**config.mk**
```make
export PLATFORM = sky130hd
export DESIGN_NAME = tsb_scroll_clamp
export DESIGN_NICKNAME = d
export VERILOG_FILES = /design/src/tsb_scroll_clamp.sv
export SDC_FILE = /design/constraint.sdc
export NUM_CORES = 1
export LEC_CHECK = 0
export BUFFER_PORTS_ARGS = -buffer_cell sky130_fd_sc_hd__buf_4
export CAP_MARGIN = 25
export CORE_UTILIZATION = 50
export DETAILED_ROUTE_END_ITERATION = 10
export PLACE_DENSITY = 0.82
export SYNTH_ARGS = -nofsm -noshare
export SYNTH_HDL_FRONTEND = slang
export SYNTH_SLANG_ARGS = --single-unit
```
**constraint.sdc**
```tcl
create_clock -name vclk -period 8.1
set_clock_uncertainty 0.1 [all_clocks]
set_input_delay 1.62 -clock vclk [all_inputs]
set_output_delay 1.62 -clock vclk [all_outputs]
set_load 0.01 [all_outputs]
```
**src/tsb_scroll_clamp.sv**
```systemverilog
// ----------------------------------------------------------------------------
// tsb_scroll_clamp
// New view offset after a wheel step, clamped between zero and the scroll
// limit set by the line count, the visible rows and the partial line.
// ----------------------------------------------------------------------------
module tsb_scroll_clamp #(
    parameter int CW = 7
) (
    input  logic [CW-1:0]     i_count,
    input  logic [CW-1:0]     i_offset,
    input  logic [7:0]        i_visible,
    input  logic              i_has_partial,
    input  logic signed [7:0] i_delta,
    output logic [CW-1:0]     o_offset
);
    localparam int SW = CW + 10;

    logic signed [SW-1:0] cnt_s;
    logic signed [SW-1:0] off_s;
    logic signed [SW-1:0] vis_s;
    logic signed [SW-1:0] max_s;
    logic signed [SW-1:0] lim_s;
    logic signed [SW-1:0] nxt_s;

    always_comb begin
        cnt_s = $signed({{(SW-CW){1'b0}}, i_count});
        off_s = $signed({{(SW-CW){1'b0}}, i_offset});
        vis_s = $signed({{(SW-8){1'b0}}, i_visible});
        if (i_visible == 8'd0) begin
            vis_s = SW'(1);
        end
        max_s = cnt_s - vis_s;
        lim_s = max_s;
        if (i_has_partial && max_s > 0) begin
            lim_s = max_s + SW'(1);
        end
        if (lim_s < 0) begin
            lim_s = '0;
        end
        nxt_s = off_s + {{(SW-8){i_delta[7]}}, i_delta};
        if (nxt_s < 0) begin
            nxt_s = '0;
        end
        if (nxt_s > lim_s) begin
            nxt_s = lim_s;
        end
        o_offset = nxt_s[CW-1:0];
    end

endmodule

```
---- After elaboration in Yosys (flattened, before gate mapping) ----
Cells that the tools add are included.
cells by class
  add/subtract/negate cells ............... 3
  order comparisons ....................... 4
  multiplexer cells ....................... 5
  reductions and logical operators ........ 2
operators by type and width
  operator                                                        number
  2-to-1 mux 17 bit                                               3
  greater-than comparator 17 bit                                  1
  less-than comparator 17 x 1 -> 1 bit (second input constant)    1
  adder 9 x 2 -> 10 bit (second input constant)                   1
  adder 8 x 8 -> 9 bit                                            1
  greater-than comparator 9 x 1 -> 1 bit (second input constant)  1
  less-than comparator 9 x 1 -> 1 bit (second input constant)     1
  subtractor 7 x 8 -> 9 bit                                       1
  zero test 8 bit                                                 1
  2-to-1 mux 8 bit                                                1
  2-to-1 mux 7 bit                                                1
  logical AND 1 bit                                               1
word-level totals
  register bits ........................... 0
  bits of input ports ..................... 31
  logic and storage cells ................. 14

---- Longest topological paths before layout ----
Gate-level depths: netlist of the first run.
  word-level depth ........................ 10
  gate-level depth with buffers ........... 22
  gate-level depth less buffers ........... 21

---- Worst setup path before layout of the first run ----
OpenSTA, ideal clock, no wires.
  path type ............................... input-to-output
  start ................................... input i_visible[7]
  end ..................................... output o_offset[0]
  arrival time ............................ 5295 ps
  setup slack ............................. 1085 ps
  stages on the path ...................... 21
  cell sequence ........................... nor4_1 -> a41o_1 -> ha_1 -> inv_1 -> fa_1 -> a21o_1 -> and3b_1 -> a211oi_4 -> nand4b_1 -> o21ai_2 -> mux2i_1 -> nand2b_1 -> ha_1 -> nand2b_1 -> a21oi_1 -> o21ai_0 -> a21oi_1 -> o22ai_1 -> clkbuf_1 -> nand3_1 -> o31ai_1
between the ends
  longest elaborated chain between the ends .. 10
  elaborated cells between the ends (all ways) .. 11
ends and longest elaborated chain
  what                                    line  text
  start, declared                         11    input logic [7:0] i_visible,
  zero test 8 bit                         29    if (i_visible == 8'd0) begin
  2-to-1 mux 8 bit *                      29
  subtractor 7 x 8 -> 9 bit *             32    max_s = cnt_s - vis_s;
  greater-than comparator 9 x 1 -> 1 bit  34    if (i_has_partial && max_s > 0) begin
  logical AND 1 bit                       34
  2-to-1 mux 17 bit *                     34
  less-than comparator 17 x 1 -> 1 bit    37    if (lim_s < 0) begin
  2-to-1 mux 17 bit *                     37
  greater-than comparator 17 bit          44    if (nxt_s > lim_s) begin
  2-to-1 mux 7 bit *                      44
  end, declared                           14    output logic [CW-1:0] o_offset
Mark *: on every way between the ends. The rest lies on a longest branch, timed or not.

---- Final worst setup path of the first run ----
Same ends and word-level chain as after synthesis.

==> impl_metrics.toml, run 1 <==
[global_routing]
grt_pass1_wl_mm = 5.050
overflow = 0
grt_pass1_vias = 1233
grt_start_max_net_pins = 11
track_usage = 0.2331
antenna_found_initial = 0

[drt]
highest_layer = "met3"
wl_met1_mm = 1.478
wl_met3_um = 121
wl_met2_mm = 1.327
drc = 0
post_drt_wl_per_cell_um = 12.56
first_iter_violations = 58
firstDrtPassIters = 4
routed_wl_mm = 2.927
drt.antenna.violating_nets = 0
vias = 1363
vias_per_cell = 5.850

[job]
maxCapViolCount = 0

[floorplan]
core-area_sq_mm = 0.002255
io_pins = 38
start_util = 0.5427
die-area_sq_mm = 0.002649
die_y_um = 51.47
num_rows = 17
die_w_um = 51.47

[synthesis]
ys_seq_area_frac = 0
yosys.area.top_type = "ha_1"
synth_nets = 226
yosysUniqueCellTypes = 45
syn_avg_cell_area_sq_um = 7.241
ys_top_cells_by_area = "ha_1 (25%), xnor2_1 (5.7%), a21oi_1 (5.3%)"
synth_top_area_frac = 0.2454
yosysWarnings = 0
netlist_instances = 169
synth.cell_area_sq_mm = 0.001224

[placement]
hpwl_mm = 2.574
dp_cells = 233
port_buffers = 38
place.gp.congestion = 0.9163

[setup_path]
worstPathBufferInverterCount = 4
worstPathArrival_ns = 5.74
cp.required_ns = 6.38
slowest_delay_ns = 0.43
crit_fanout = 10
cp-start-kind = "input port"
critPathTopFamily = "compound AO/OA/AOI/OAI gates"
cp_slowest_cell = "fa_1"
end_kind = "primary output"
path_class = "in2out"
crit_chain = "buf_4, nor4_1, a41o_1, ha_1, inv_1, fa_1, a21o_1, and3b_1, a211oi_4, nand4b_1, o21ai_2, mux2i_1, nand2b_1, ha_1, nand2b_1, a21oi_1, o21ai_0, a21oi_1, o22ai_1, buf_4, nand3_1, o31ai_1, buf_4"
crit_top_cell = "buf_4"

[layout]
area_growth_pct = 25.15
design.seq.count = 0
layout.cells.non_filler = 233
layout.nets = 264
multi_input_area_sq_mm = 0.001155
regArea_sq_um = 0
fill_cells = 197
drive_gt1_frac = 0.2146
antennaDiodeCount = 0
nClkBuffers = 0

[clock_network]
postCtsResizedCells = 0
post_cts_buffers = 0
cts_hold_buf = 0

[timing]
drv_slew = 0
slew_headroom = 0.6276
rsz0062_at_grt = "false"
period_needed_ns = 7.460
setup-violations-final = 0
worst_pin_slew_ns = 0.5553
hold_viol = 0
final.setup.tns_ns = 0
timing.final.crit_share = 0.9210
fmax_mhz = 134.1

[worst_hold_path]
hold_class = "in2out"

[pwr]
power_density_mw_per_mm2 = 106.0
p_leak_nw = 0.7409
peakVddDrop_v = 0.00008820

[status]
outcome = "finished clean"
-- layout by cell type, fill, tap and decap left out, types with 6 or more instances in the layout --
master / n
nor2_1: 11
a21oi_1: 13
a21o_1: 7
nand3_1: 6
o21ai_0: 10
buf_4: 39
nand2_1: 15
ha_1: 24
inv_1: 13
and2_1: 6
xnor2_1: 8
-- final cells by class --
class,count,share of cell area
Inverter,13,0.03186
Timing Repair Buffer,39,0.1912
Tap cell,28,0.02288
Multi-Input combinational cell,153,0.7541
-- logic make-up (layout without fill, tap and decap cells) --
logic type	Yosys count	after routing	synth area share
XOR/XNOR	12	12	0.08589
adder cells (fa/ha/maj)	26	26	0.2781
multiplexers	1	1	0.008180
AND/OR/NAND/NOR	61	61	0.2566
buffers and inverters	16	52	0.05623
AO/OA/AOI/OAI	53	53	0.3149
-- report_power, final --
group	total, mW	switching (mW)	leakage (nW)	internal [mW]
combinational	0.162	0.0856	0.741	0.0767
clock	0	0	0	0
sequential	0	0	0	0
total	0.162	0.0856	0.741	0.0767
-- synth_stat cells, types with 2 or more instances --
master / count
ha_1: 24
nand2_1: 15
a21oi_1: 13
inv_1: 13
nor2_1: 11
o21ai_0: 10
xnor2_1: 8
a21o_1: 7
and2_1: 6
nand3_1: 6
nand2b_1: 4
nor2b_1: 4
o21a_1: 4
xor2_1: 4
nand4_1: 3
nor3_1: 3
a211o_1: 2
fa_1: 2
nor3b_1: 2
o31ai_1: 2
or3_1: 2
-- worst paths after layout --
path / start / end / slack [ns] / depth (start not counted)
hold / removal: i_delta[0] / o_offset[0] / 3.61 / 5
setup / recovery: i_visible[7] / o_offset[0] / 0.64 / 23
-- metal layers --
| metal | track usage | up-vias |
|---|---|---|
| met1 | 0.3398 | 632 |
| met2 | 0.4048 | 40 |
| met3 | 0 | 0 |
| li1 | - | 691 |
| met4 | 0 | 0 |
| met5 | 0 | - |
-- per-stage QoR --
step	hold slack [ns]	power [mW]	util	area [sq um]	setup slack (ns)
floorplan	3.409	0.1104	-	1224	1.085
detailed placement	3.608	0.1600	0.6792	1531	0.6452
finish	3.609	0.1623	0.6792	1531	0.6401
CTS	3.613	0.1615	0.6792	1531	0.6526
global placement	3.583	0.1553	0.6792	1531	0.7924
global route	3.638	0.1801	0.6792	1531	0.2645
No activity file was read; power rests on OpenSTA's default activity.
==> run 2, diff against run 1 <==
--- a/config.mk
+++ b/config.mk
@@ -7,9 +7,11 @@
 export LEC_CHECK = 0
 export BUFFER_PORTS_ARGS = -buffer_cell sky130_fd_sc_hd__buf_4
 export CAP_MARGIN = 25
-export CORE_UTILIZATION = 50
+export CELL_PAD_IN_SITES_DETAIL_PLACEMENT = 1
+export CELL_PAD_IN_SITES_GLOBAL_PLACEMENT = 2
+export CORE_UTILIZATION = 30
 export DETAILED_ROUTE_END_ITERATION = 10
-export PLACE_DENSITY = 0.82
+export PLACE_DENSITY_LB_ADDON = 0.1
 export SYNTH_ARGS = -nofsm -noshare
 export SYNTH_HDL_FRONTEND = slang
 export SYNTH_SLANG_ARGS = --single-unit
==> run 2 against run 1 <==
Global-route usage decreased by 6.4 points; clock-buffer cell count unchanged; maximum frequency increased by 0.66%; design area increased by 1.6%; largest power group unchanged; sequential share of layout area unchanged; critical endpoint is now o_offset[2]; combinational power about the same; power increased by 0.65%; critical path type unchanged.
==> impl_metrics.toml, run 2 (synthesized netlist as in run 1, its figures left out) <==
[status]
outcome = "finished clean"

[global_routing]
grt_start_max_net_pins = 15
antenna_found_initial = 0
track_usage = 0.1694
grt_pass1_wl_mm = 5.989
grt_pass1_vias = 1381
overflow = 0

[drt]
post_drt_wl_per_cell_um = 13.43
firstDrtPassIters = 4
first_iter_violations = 30
drt.antenna.violating_nets = 0
vias_per_cell = 5.186
drc = 0
vias = 1312
routed_wl_mm = 3.397

[floorplan]
core-area_sq_mm = 0.003799
die-area_sq_mm = 0.004338
num_rows = 22
io_pins = 38
die_y_um = 65.87
start_util = 0.3221
die_w_um = 65.87

[layout]
drive_gt1_frac = 0.2146
layout.nets = 264
antennaDiodeCount = 0
nClkBuffers = 0
area_growth_pct = 27.20
design.seq.count = 0
regArea_sq_um = 0
final_cell_mix = "buf_4 (39), ha_1 (24), nand2_1 (15), inv_1 (13), a21oi_1 (13)"
final_common_cell = "buf_4"

[timing]
fmax_mhz = 134.9
hold_slack_ns = 3.612
setup-violations-final = 0
timing.final.crit_share = 0.9149
period_needed_ns = 7.411
worst_pin_slew_ns = 0.6029
rsz0062_at_grt = "false"
slew_headroom = 0.5956
drv_slew = 0
final.setup.tns_ns = 0
hold_viol = 0

[setup_path]
cp-start-kind = "input port"
cp_slowest_cell = "fa_1"
slowest_delay_ns = 0.43
path_class = "in2out"
crit_fanout = 14
cp.required_ns = 6.38
crit_top_cell = "buf_4"
crit_chain = "buf_4, nor4_1, a41o_1, ha_1, inv_1, fa_1, a21o_1, and3b_1, a211oi_4, nand4b_1, o21ai_2, mux2i_1, nand2b_1, ha_1, nand2b_1, a21oi_1, o21ai_0, a21oi_1, o22ai_1, buf_4, o41ai_1, buf_4"
worstPathArrival_ns = 5.69
end_kind = "primary output"

[clock_network]
postCtsResizedCells = 0
cts_hold_buf = 0
post_cts_buffers = 0

[pwr]
power_density_mw_per_mm2 = 105.0
comb_power_share = 1.000
switching_power_mw = 0.08644
peakVddDrop_v = 0.00003227
swShare = 0.5291
p_int_mw = 0.07694
p_leak_nw = 0.7409
pwr-share-seq = 0
clockPowerShare = 0

[placement]
place.gp.congestion = 0.7845
hpwl_mm = 3.038
port_buffers = 38

[worst_hold_path]
hold_class = "in2out"

[job]
maxCapViolCount = 0
run 2: cell counts in the layout (fill, tap and decap cells not counted):
No cell type changed its count.
run 2: path summary, 6_finish.rpt:
check               startpoint     endpoint  slack, ns  cells after the start
setup / recovery  i_visible[7]  o_offset[2]       0.69                     22
hold / removal      i_delta[0]  o_offset[0]       3.61                      5
run 2: per-layer routing:
metal / routed length (um) / share of wire / vias to the layer above / global-route usage
met4: 0 / 0 / 0 / 0
met2: 1474 / 0.43 / 27 / 0.2946
met3: 111 / 0.033 / 0 / 0.005172
met5: 0 / 0 / - / 0
met1: 1811 / 0.53 / 595 / 0.2426
li1: - / - / 690 / -
run 2: area by class of cell:
cell class / instances / area (sq um)
fillers: 497 / 2242
inverters: 13 / 48.80
multi-input cells: 153 / 1155
well taps: 48 / 60.06
repair buffers: 39 / 292.8
run 2: metrics by stage:
step	util	power, mW	worst slack (ns)	instance area, sq um	instances
after floorplan	-	0.1104	1.085	1224	169
after global placement	0.4098	0.1613	0.8432	1556	253
after detailed placement	0.4098	0.1640	0.6861	1556	253
after CTS	0.4098	0.1654	0.6699	1556	253
after global routing	0.4098	0.1855	0.2834	1556	253
final	0.4098	0.1634	0.6889	1556	253
run 2: power groups by stage:
| stage | clock, mW | sequential (mW) | combinational (mW) |
|---|---|---|---|
| 2_1_floorplan | 0 | 0 | 0.110 |
| 3_3_place_gp | 0 | 0 | 0.161 |
| 3_5_place_dp | 0 | 0 | 0.164 |
| 4_1_cts | 0 | 0 | 0.165 |
| 5_1_grt | 0 | 0 | 0.186 |
| 6_report | 0 | 0 | 0.163 |
run 2: worst max-delay path, delay by kind of cell:
kind                       cells  cell delay, ns
AOI/OAI and AO/OA              9            1.66
adders and majority gates      3            0.91
buffers and inverters          4            0.53
muxes                          1            0.11
and+or+nand+nor                5            0.88
==> run 3, diff against run 2 <==
--- a/config.mk
+++ b/config.mk
@@ -11,7 +11,8 @@
 export CELL_PAD_IN_SITES_GLOBAL_PLACEMENT = 2
 export CORE_UTILIZATION = 30
 export DETAILED_ROUTE_END_ITERATION = 10
-export PLACE_DENSITY_LB_ADDON = 0.1
+export PLACE_DENSITY = 0.91
+export SLEW_MARGIN = 20
 export SYNTH_ARGS = -nofsm -noshare
 export SYNTH_HDL_FRONTEND = slang
 export SYNTH_SLANG_ARGS = --single-unit
==> run 3 against run 2 <==
Design area increased by 0.40%; wire length is 6.9% higher; combinational power rose by 4%; die area stayed put; critical endpoint is now o_offset[0].
==> impl_metrics.toml, run 3 (synthesized netlist as in run 1, its figures left out) <==
[setup_path]
crit_chain = "buf_4, nor4_1, a41o_1, ha_1, inv_1, fa_1, a21o_1, and3b_1, a211oi_4, nand4b_1, o21ai_2, mux2i_1, nand2b_1, ha_1, nand2b_1, a21oi_1, o21ai_0, a21oi_1, o22ai_2, buf_4, nand3_1, o31ai_1, buf_4"
end_kind = "primary output"
cp.required_ns = 6.38
crit_top_cell = "buf_4"
crit_start = "i_visible[7]"
slowest_delay_ns = 0.43
cp_slowest_cell = "fa_1"
crit_fanout = 10
path_class = "in2out"
cp-start-kind = "input port"
worstPathArrival_ns = 5.82

[placement]
hpwl_mm = 3.201
place_area_sq_mm = 0.001556
place.gp.congestion = 0.9050
dp_cells = 253
pre_cts_ws_ns = 0.4579
port_buffers = 38

[global_routing]
track_usage = 0.1778
antenna_found_initial = 0
grt_pass1_wl_mm = 6.223
grt_start_max_net_pins = 11
overflow = 0
grt_pass1_vias = 1377

[timing]
slew_headroom = 0.6109
timing.final.crit_share = 0.9308
fmax_mhz = 132.6
final.setup.tns_ns = 0
worst_pin_slew_ns = 0.5802
rsz0062_at_grt = "false"
period_needed_ns = 7.540
setup-violations-final = 0
drv_slew = 0
hold_slack_ns = 3.618
finalWorstSetupSlack_ns = 0.5603
hold_viol = 0

[drt]
vias_per_cell = 5.316
first_iter_violations = 33
firstDrtPassIters = 4
routed_wl_mm = 3.630
post_drt_wl_per_cell_um = 14.35
vias = 1345
drc = 0
drt.antenna.violating_nets = 0

[worst_hold_path]
hold_class = "in2out"
worst_hold_startpoint = "i_delta[0]"

[layout]
drive_gt1_frac = 0.2195
design_area_sq_mm = 0.001563
final_cell_mix = "buf_4 (39), ha_1 (24), nand2_1 (15), inv_1 (13), a21oi_1 (13)"
final_common_cell = "buf_4"
regArea_sq_um = 0
antennaDiodeCount = 0
layout.nets = 264
multi_input_area_sq_mm = 0.001161
nClkBuffers = 0
design.seq.count = 0
fill_cells = 493
layout.cells.non_filler = 253
area_growth_pct = 27.71
final_util = 0.4114

[pwr]
power_density_mw_per_mm2 = 108.5
finalPower_mw = 0.1696
peakVddDrop_v = 0.00004802
p_leak_nw = 0.7424

[floorplan]
die_y_um = 65.87
die_w_um = 65.87
core-area_sq_mm = 0.003799
num_rows = 22
start_util = 0.3221
io_pins = 38
die-area_sq_mm = 0.004338

[status]
outcome = "finished clean"

[job]
maxCapViolCount = 0

[clock_network]
cts_hold_buf = 0
-- run 3: per-layer routing --
layer  global-route usage  vias up  part of all wire
li1                     -      693                 -
met1               0.2551      622              0.52
met2               0.3087       30              0.46
met3             0.001724        0             0.028
met4             0.005435        0                 0
met5                    0        -                 0
-- run 3: final timing paths --
check	to	depth (start not counted)
worst max-delay path	o_offset[0]	23
worst min-delay path	o_offset[0]	5
-- run 3: repair_timing --
item | 4_1_cts | 5_1_grt
buffers inserted | 0 | 0
gates resized for setup | 0 | 1
endpoints found under the setup margin | 0 | 1
-- run 3: final cells by class --
cell class	instances	area share
multi-input combinational	153	0.7430
inverter	13	0.03122
timing repair buffer	39	0.1873
tap	48	0.03843
-- run 3: critical path, delay by kind of cell --
| kind | cells | cell delay (ns) |
|---|---|---|
| compound gates | 9 | 1.58 |
| fa+ha+maj | 3 | 0.84 |
| buf+inv | 4 | 0.56 |
| mux | 1 | 0.27 |
| simple gates | 6 | 0.94 |
-- run 3: power breakdown --
group	switching, mW	leakage (nW)	internal (mW)	total (mW)
Combinational	0.0913	0.742	0.0784	0.170
Sequential	0	0	0	0
Clock	0	0	0	0
